File: src/rtl/core/cam_pkg.sv
package cam_pkg;

    localparam int HOLDER_W = 16;
    localparam int QTY_W    = 24;
    localparam int PRICE_W  = 24;
    localparam int STAMP_W  = 32;
    localparam int VOL_W    = 28;

    localparam logic OP_ORDER   = 1'b0;
    localparam logic OP_TICK    = 1'b1;
    localparam logic SIDE_BUY   = 1'b0;
    localparam logic SIDE_SELL  = 1'b1;
    localparam logic KIND_DEAL  = 1'b0;
    localparam logic KIND_QUOTE = 1'b1;

    localparam logic [VOL_W-1:0] VOL_MAX = {VOL_W{1'b1}};

    typedef struct packed {
        logic [HOLDER_W-1:0] holder;
        logic [PRICE_W-1:0]  price;
        logic [QTY_W-1:0]    qty;
        logic [STAMP_W-1:0]  stamp;
    } order_t;

    typedef struct packed {
        logic   op;
        logic   side;
        order_t order;
    } req_t;

    typedef struct packed {
        logic [HOLDER_W-1:0] holder;
        logic                side;
        logic [QTY_W-1:0]    qty;
    } deal_t;

    typedef struct packed {
        logic                kind;
        logic [HOLDER_W-1:0] holder;
        logic                side;
        logic [QTY_W-1:0]    filled;
        logic [PRICE_W-1:0]  price;
        logic [STAMP_W-1:0]  tick_time;
        logic [VOL_W-1:0]    volume;
        logic                overflow;
        logic                last;
    } res_t;

    typedef enum logic [3:0] {
        ST_IDLE,
        ST_MATCH,
        ST_EQ_SELL,
        ST_TAIL_B,
        ST_TAIL_S,
        ST_RD,
        ST_LOAD,
        ST_OUT,
        ST_QUOTE,
        ST_QOUT
    } state_t;

endpackage

File: src/rtl/core/cam_front.sv
module cam_front (
    input  logic          clk,
    input  logic          rst_n,
    input  logic          in_valid,
    output logic          in_ready,
    input  cam_pkg::req_t in_req,
    output logic          q_valid,
    input  logic          q_ready,
    output cam_pkg::req_t q_req
);
    import cam_pkg::*;

    // two-entry request queue between the port and the engine
    req_t       slot_reg [2];
    logic       wr_ptr_reg, wr_ptr_next;
    logic       rd_ptr_reg, rd_ptr_next;
    logic [1:0] fill_reg, fill_next;
    logic       push, pop;

    assign in_ready = (fill_reg != 2'd2);
    assign q_valid  = (fill_reg != 2'd0);
    assign q_req    = slot_reg[rd_ptr_reg];
    assign push     = in_valid && in_ready;
    assign pop      = q_valid && q_ready;

    always_comb
    begin
        wr_ptr_next = push ? ~wr_ptr_reg : wr_ptr_reg;
        rd_ptr_next = pop ? ~rd_ptr_reg : rd_ptr_reg;
        fill_next   = fill_reg + {1'b0, push} - {1'b0, pop};
    end

    always_ff @(posedge clk or negedge rst_n)
    begin
        if (!rst_n)
        begin
            wr_ptr_reg <= 1'b0;
            rd_ptr_reg <= 1'b0;
            fill_reg   <= 2'd0;
        end
        else
        begin
            wr_ptr_reg <= wr_ptr_next;
            rd_ptr_reg <= rd_ptr_next;
            fill_reg   <= fill_next;
        end
    end

    always_ff @(posedge clk)
    begin
        if (push)
        begin
            slot_reg[wr_ptr_reg] <= in_req;
        end
    end
endmodule

File: config.mk
export PLATFORM = sky130hd
export DESIGN_NAME = cam_front
export DESIGN_NICKNAME = d
export VERILOG_FILES = /design/src/rtl/core/cam_pkg.sv /design/src/rtl/core/cam_front.sv
export SDC_FILE = /design/constraint.sdc
export NUM_CORES = 1
export LEC_CHECK = 0
export BUFFER_PORTS_ARGS = -buffer_cell sky130_fd_sc_hd__buf_4
export CAP_MARGIN = 20
export CORE_AREA = 4 4 161 163
export DETAILED_ROUTE_END_ITERATION = 10
export DIE_AREA = 0 0 165 167
export GPL_TIMING_DRIVEN = 0
export PLACE_DENSITY = 0.55
export SYNTH_ARGS = -nofsm -noshare
export SYNTH_HDL_FRONTEND = slang
export SYNTH_SLANG_ARGS = --single-unit
File: constraint.sdc
create_clock -name clk -period 6.59 [get_ports clk]
set_input_delay 0.659 -clock clk [delete_from_list [all_inputs] [get_ports clk]]
set_output_delay 0.659 -clock clk [all_outputs]
set_load 0.05 [all_outputs]
==> metrics.md, run 1 <==
| Metric | Value |
|---|---|
| Run status | `finished, final reports clean` |
| Routability-driven placement congestion ratio | `roughly 0.69` |
| Core Rows | `57` |
| Worst slew pin tran | `roughly 690 ps` |
| Period utilization | `37.78%` |
| PostCTS Resize Cnt | `0` |
| Max FFs per register | `between 150 and 200` |
| Crit path launch type | `flip-flop` |
| Share of cells above drive strength 1 | `61.96%` |
| Ordered list of cells on the worst path | `buf_6 > buf_2 > mux2_2 > buf_4` |
| Vias in the first global route | `4,114` |
| Hold WC Path Type | `in2reg` |
| Hold Fails Final Rpt | `0` |
| Via count | `3,696` |
| Syn Area/Cell | `22.66 um2` |
| Post-Syn Instances | `roughly 320` |
| Number of I/O port buffers | `201` |
| Max Used Layer | `met4` |
| Seq/Total Area, Yosys | `82.03%` |
| WL per Instance | `approximately 17 um` |
| DIE HEIGHT | `167 um` |
| Max Freq | `401.7 MHz` |
| Syn nets | `426` |
| Crit. End Element | `output pin` |
| Drt first-iter violations | `116` |
| Max incr delay on CP | `380 ps` |
| Routed length on met2 | `7629 um` |
| Data required time of the worst path | `around 6000 ps` |
| Final min period | `2489 ps` |
| Core ar. | `24,320 um2` |
| Diode count | `0` |
| Setup CP Type | `reg2out` |
| Pre-CTS setup slack | `4380 ps` |
| CTS Buffer Depth | `2` |
| Layout Nets | `651` |
| Most frequent cell after synthesis | `edfxtp_1` |
| H-Tree Level Count | `4` |
| Die X | `165 um` |
| Yosys cell types | `16` |
| Residual DRC | `0` |
| DRT antenna net count | `0` |
| Vias/cell | `4.181` |
| Drt total wl | `14,950 um` |
| CTS Root Cell | `clkbuf_16` |
| Top FF cell, synth | `edfxtp_1` |
| Synth area leaders | `edfxtp_1 81%, mux2_2 14%, mux2_4 2.1%` |
| PwrDens | `523.0 nW/um2` |
| Initial antenna violation count | `0` |
| First-pass GRT wire length | `22,650 um` |
| Register bit total from synthesis | `200` |
| CP delay by family, top | `buffers and inverters` |
| Clk sink count | `200` |
| Hpwl dp | `10,360 um` |
| Fraction of registers with async set or reset after synthesis | `2.000%` |
| Mapped Area | `7297 um2` |
| Worst Path Arrival | `1830 ps` |
| Num CTS Buffers | `17` |
| Initial Util | `30.00%` |
| Reg-to-reg setup timing slack | `4630 ps` |
| DR WL met3 | `1234 um` |
| Leakage | `3.698 nW` |
| Most frequent cells after synthesis | `196 x edfxtp_1, 88 x mux2_2, 10 x mux2_4, 8 x buf_2, 4 x dfrtp_1` |
| Syn. warnings | `0` |
| Final setup viols | `0` |
| Final Non-Filler Cells | `roughly 880` |
| Num ports | `between 200 and 250` |
| Setup ws final | `just over 4000 ps` |
| RSZ-0062 raised after global routing | `no` |
| Max-cap viol count | `0` |
| CP Buf/Inv Count | `3` |
| Clk_lat worst skew | `420 ps` |
| Worst Skew | `approximately 11 ps` |
| Area Growth Syn to Fin | `36.20%` |
| Slew Limit Fails | `0` |
| Area fraction of the dominant cell type after synthesis | `between 80% and 90%` |
| Largest net degree at the start of global routing | `57` |
| Cells after DPL | `851` |
| Maximum vdd drop | `246.1 uV` |
| Die area | `27,560 um2` |
| GR Overflow Total | `0` |
| Area leader, netlist | `edfxtp_1` |
| Total Routing Usage GR | `10.84%` |
| Worst slew margin | `53.90%` |
| Worst path slowest cell | `mux2_2` |
| Post-synth EDFFs | `196` |
| Clock transition at path regs | `70 ps` |
| CTS tree | `done` |
| Met1 WL | `5847 um` |
| Crit-path max FO | `10` |
| DRT Pass-1 Iters | `6` |
==> final cells by class <==
| type | count | area (um2) |
|---|---|---|
| fillers | 2185 | 14380 |
| flip-flops and latches | 200 | 5986 |
| repair buffers | 206 | 1607 |
| multi-input cells | 110 | 1246 |
| clock buffers | 18 | 429.2 |
| well taps | 324 | 405.4 |
| clock inverters | 14 | 187.7 |
| plain buffers | 11 | 73.82 |
| inverters | 1 | 3.754 |
==> through the flow <==
step	util, %	cell area, um2	hold WS [ps]	power (mW)	setup TNS (ps)
after detailed placement	38.29	9311	458.5	4.185	0
after global placement	37.88	9211	454.0	4.172	-126810
after global routing	40.87	9938	378.3	5.442	0
final	40.87	9938	409.6	5.197	0
after CTS	40.87	9938	384.6	5.294	0
after floorplan	-	7297	363.4	3.490	0
==> power breakdown <==
group,switching (mW),internal (mW),total (mW)
clock,0.476,0.610,1.09
sequential,0.0603,1.73,1.80
combinational,1.54,0.774,2.32
==> layout by cell type (no fill, tap or decap), drive strengths merged <==
cell type    count
and2             1
dfrtp            4
nand2b           1
bufinv           3
clkbuf          18
inv              7
ha               2
nand2            1
edfxtp         196
and3             1
dlygate4sd3      1
xor2             1
clkinv           4
xnor2            3
mux2            98
buf            216
or2              1
clkinvlp         1
nor2             1
==> path summary, 6_finish.rpt <==
| path | startpoint | endpoint | depth (start not counted) |
|---|---|---|---|
| setup / recovery | rd_ptr_reg$_DFFE_PN0P_ | q_req[58] | 4 |
| hold / removal | in_req[20] | slot_reg[1][20]$_DFFE_PP_ | 1 |
| setup reg to reg | fill_reg[0]$_DFF_PN0_ | slot_reg[0][85]$_DFFE_PP_ | 5 |
| hold reg to reg | fill_reg[0]$_DFF_PN0_ | fill_reg[0]$_DFF_PN0_ | 1 |
| max in group asynchronous | rst_n | fill_reg[0]$_DFF_PN0_ | 2 |
| min in group asynchronous | rst_n | wr_ptr_reg$_DFFE_PN0N_ | 2 |
==> routing by layer <==
layer,vias up,track usage (%)
li1,1727,-
met1,1833,12.28
met2,123,18.06
met3,13,4.721
met4,0,4.014
met5,-,0
==> logic make-up (layout without fill, tap and decap cells) <==
kind of cell,Yosys count,after routing,synth area share (%)
xor gates and xnor gates,4,4,0.4802
buffers and inverters,12,250,1.063
DFF,200,200,82.03
and+or+nand+nor,6,6,0.4459
adders and majority gates,2,2,0.3429
muxes,98,98,15.64
==> what timing repair did <==
action,CTS,global route
endpoints found under the hold margin,4,0
buffers inserted,0,0
hold buffers,1,0
Note: power is estimated with default switching activity, not from simulation.
==> run 2: changes to the inputs <==
ABC_AREA = 1   (was not set)
CORE_AREA = 4 4 162 164   (was 4 4 161 163)
DIE_AREA = 0 0 166 168   (was 0 0 165 167)
PLACE_DENSITY = 0.57   (was 0.55)
clock period = 2 ns   (was 6.59 ns; I/O delays follow)
==> metrics.md, run 2 <==
| Metric | Value |
|---|---|
| FF+latch area | `5986 um2 (unchanged)` |
| Crit. End Element | `output pin` |
| Worst slew pin tran | `506.9 ps (-184.6 ps)` |
| Most frequent cells after synthesis | `307 x nand2_1, 196 x edfxtp_1, 16 x buf_2, 8 x inv_1, 4 x dfrtp_1` |
| Post-Syn Instances | `543 (+69%)` |
| Die X | `166 um (+0.61%)` |
| PwrDens | `1635 nW/um2 (+210%)` |
| Syn nets | `647 (+52%)` |
| Final Non-Filler Cells | `1,216 (+38%)` |
| Final hold slack | `42.69 ps (-366.9 ps)` |
| Syn. warnings | `0 (unchanged)` |
| Setup CP Type | `reg2out` |
| Core Rows | `58 (+1.8%)` |
| Worst Path Arrival | `1680 ps (-150 ps)` |
| RSZ-0062 raised after global routing | `no` |
| Fillers | `2,241 (+2.6%)` |
| Drt first-iter violations | `245 (+110%)` |
| Period utilization | `93.85%` |
| Area leader, netlist | `edfxtp_1` |
| Max Freq | `532.8 MHz` |
| Maximum vdd drop | `814.6 uV (+230%)` |
| Yosys cell types | `11 (-5)` |
| Final min period | `1877 ps` |
| Num ports | `202 (unchanged)` |
| Initial Util | `29.50% (-0.50 points)` |
| Crit-path max FO | `11 (+1)` |
| Seq/Total Area, Yosys | `81.51% (-0.52 points)` |
| Leading cell types in the layout, fill and taps excluded | `305 x nand2_1, 199 x buf_4, 196 x edfxtp_1, 99 x dlygate4sd3_1, 17 x clkbuf_16` |
| Share of cells above drive strength 1 | `29.94% (-32 points)` |
| WL per Instance | `14.67 um (-13%)` |
| Initial antenna violation count | `1 (+1)` |
| GR Overflow Total | `0 (unchanged)` |
| First-pass GRT wire length | `28,080 um (+24%)` |
| Drt total wl | `17,840 um (+19%)` |
| Fraction of registers with async set or reset after synthesis | `2.000% (unchanged)` |
| Max FFs per register | `196 (unchanged)` |
| Routability-driven placement congestion ratio | `0.7172 (+4.3%)` |
| DRT Pass-1 Iters | `4 (-2)` |
| Layout Nets | `976 (+50%)` |
| Residual DRC | `0 (unchanged)` |
| Slew Limit Fails | `0 (unchanged)` |
| Clock transition at path regs | `70 ps (about the same)` |
| Area Growth Syn to Fin | `50.35%` |
| Hold Fails Final Rpt | `0 (unchanged)` |
| Hpwl dp | `11,950 um (+15%)` |
| Max-cap viol count | `0 (unchanged)` |
| Core ar. | `24,890 um2 (+2.4%)` |
| Data required time of the worst path | `1800 ps (-4130 ps)` |
| CTS Root Cell | `clkbuf_16` |
| Post-layout util | `44.36% (+3.5 points)` |
| Clk_lat worst skew | `410 ps (about the same)` |
| Total Routing Usage GR | `12.88% (+2.0 points)` |
| Num CTS Buffers | `17 (unchanged)` |
| Area of the multi-input gates | `1240 um2 (-0.50%)` |
| CTS tree | `done` |
| Run status | `finished, final reports clean` |
| Synth area leaders | `edfxtp_1 80%, nand2_1 16%, dfrtp_1 1.4%` |
| Commonest non-fill, non-tap cell in the layout | `nand2_1` |
| DIE HEIGHT | `168 um (+0.60%)` |
| Syn Area/Cell | `13.52 um2 (-40%)` |
| Most frequent cell after synthesis | `nand2_1` |
| H-Tree Level Count | `4 (unchanged)` |
| Register bit total from synthesis | `200 (unchanged)` |
| DRT antenna net count | `0 (unchanged)` |
| Final setup viols | `0 (unchanged)` |
| Top FF cell, synth | `edfxtp_1` |
| Post-synth EDFFs | `196 (unchanged)` |
| Vias in the first global route | `5,189 (+26%)` |
| Vias/cell | `4.103 (-1.9%)` |
| Die area | `27,890 um2 (+1.2%)` |
| Worst slew margin | `66.02% (+12 points)` |
| Largest net degree at the start of global routing | `38 (-33%)` |
| Area fraction of the dominant cell type after synthesis | `80.15% (-0.51 points)` |
| Number of I/O port buffers | `201 (unchanged)` |
| Crit path launch type | `flip-flop` |
| Clk sink count | `200 (unchanged)` |
| CTS Buffer Depth | `2 (unchanged)` |
| Leakage | `4.663 nW (+26%)` |
| Worst Skew | `9.696 ps (-0.9654 ps)` |
| Hold WC Path Type | `in2reg` |
| Mapped Area | `7343 um2 (+0.63%)` |
| Cells after DPL | `1,081 (+27%)` |
| Via count | `4,989 (+35%)` |
-- run 2: cell types whose count changed after synthesis, moves of 3 or more --
cell,delta
xnor2_1,-3
buf_2,+8
mux2_2,-88
buf_4,+3
mux2_4,-10
nand2_1,+306
nand3_1,+3
inv_1,+7
-- run 2: final timing paths --
path	cells after the start	to	slack, ps	from
max in group asynchronous	2	rd_ptr_reg$_DFFE_PN0P_	1790	rst_n
min reg2reg	2	wr_ptr_reg$_DFFE_PN0N_	470	wr_ptr_reg$_DFFE_PN0N_
max reg2reg	6	slot_reg[0][17]$_DFFE_PP_	180	fill_reg[0]$_DFF_PN0_
min	3	rd_ptr_reg$_DFFE_PN0P_	40	q_ready
max	7	q_req[96]	120	rd_ptr_reg$_DFFE_PN0P_
min in group asynchronous	2	wr_ptr_reg$_DFFE_PN0N_	110	rst_n
-- run 2: cells by family (layout without fill, tap and decap cells) --
family,Yosys count,in the layout,synth area share (%)
adders and majority gates,2,2,0.3407
buffers and inverters,30,372,2.198
and+or+nand+nor,311,311,15.95
other,0,1,0
DFF,200,200,81.51
-- run 2: layout make-up --
cell class | instances | share of cell area, %
sequential | 200 | 54.22
timing repair buffer | 308 | 24.29
clock inverter | 14 | 0.7480
buffer | 21 | 1.360
timing repair inverter | 2 | 0.1020
multi-input combinational | 313 | 11.23
antenna | 1 | 0.02267
tap | 330 | 3.740
clock buffer | 18 | 3.887
inverter | 9 | 0.4080
-- run 2: per-stage QoR --
stage	setup slack (ps)	instance area [um2]	setup TNS, ps	power [mW]
5_1_grt	6.291	11040	0	19.06
4_1_cts	24.67	11010	0	18.28
6_report	123.1	11040	0	18.05
3_5_place_dp	-43.32	9468	-1082	14.93
3_3_place_gp	-1536	9313	-295320	14.76
2_1_floorplan	-532.8	7391	-101040	11.85
-- run 2: critical path: stages (launching register included) --
cell and delay (ps):
dfrtp_1 380, buf_8 170, inv_8 80, buf_6 150, buf_8 140, nand2_1 50, nand2_1 70, buf_4 200
-- run 2: layer usage --
metal	track usage, %	up-vias	routed length, um
met5	0	-	0
met4	3.443	0	203
met3	3.898	11	1026
met2	21.73	133	8669
met1	16.25	2353	7942
li1	-	2492	-
-- run 2: report_power, final --
part / leakage [nW] / total, mW / switching, mW / internal [mW]
logic: 2.54 / 9.11 / 6.55 / 2.56
clock network: 0.256 / 3.05 / 1.47 / 1.58
registers: 1.87 / 5.89 / 0.198 / 5.70
-- run 2: timing repair --
action,4_1_cts,5_1_grt
hold buffers,99,0
cloned,2,0
endpoints found under the hold margin,200,0
endpoints found under the setup margin,144,12
pin swaps,1,0
resized for setup,6,9
setup buffers,1,0
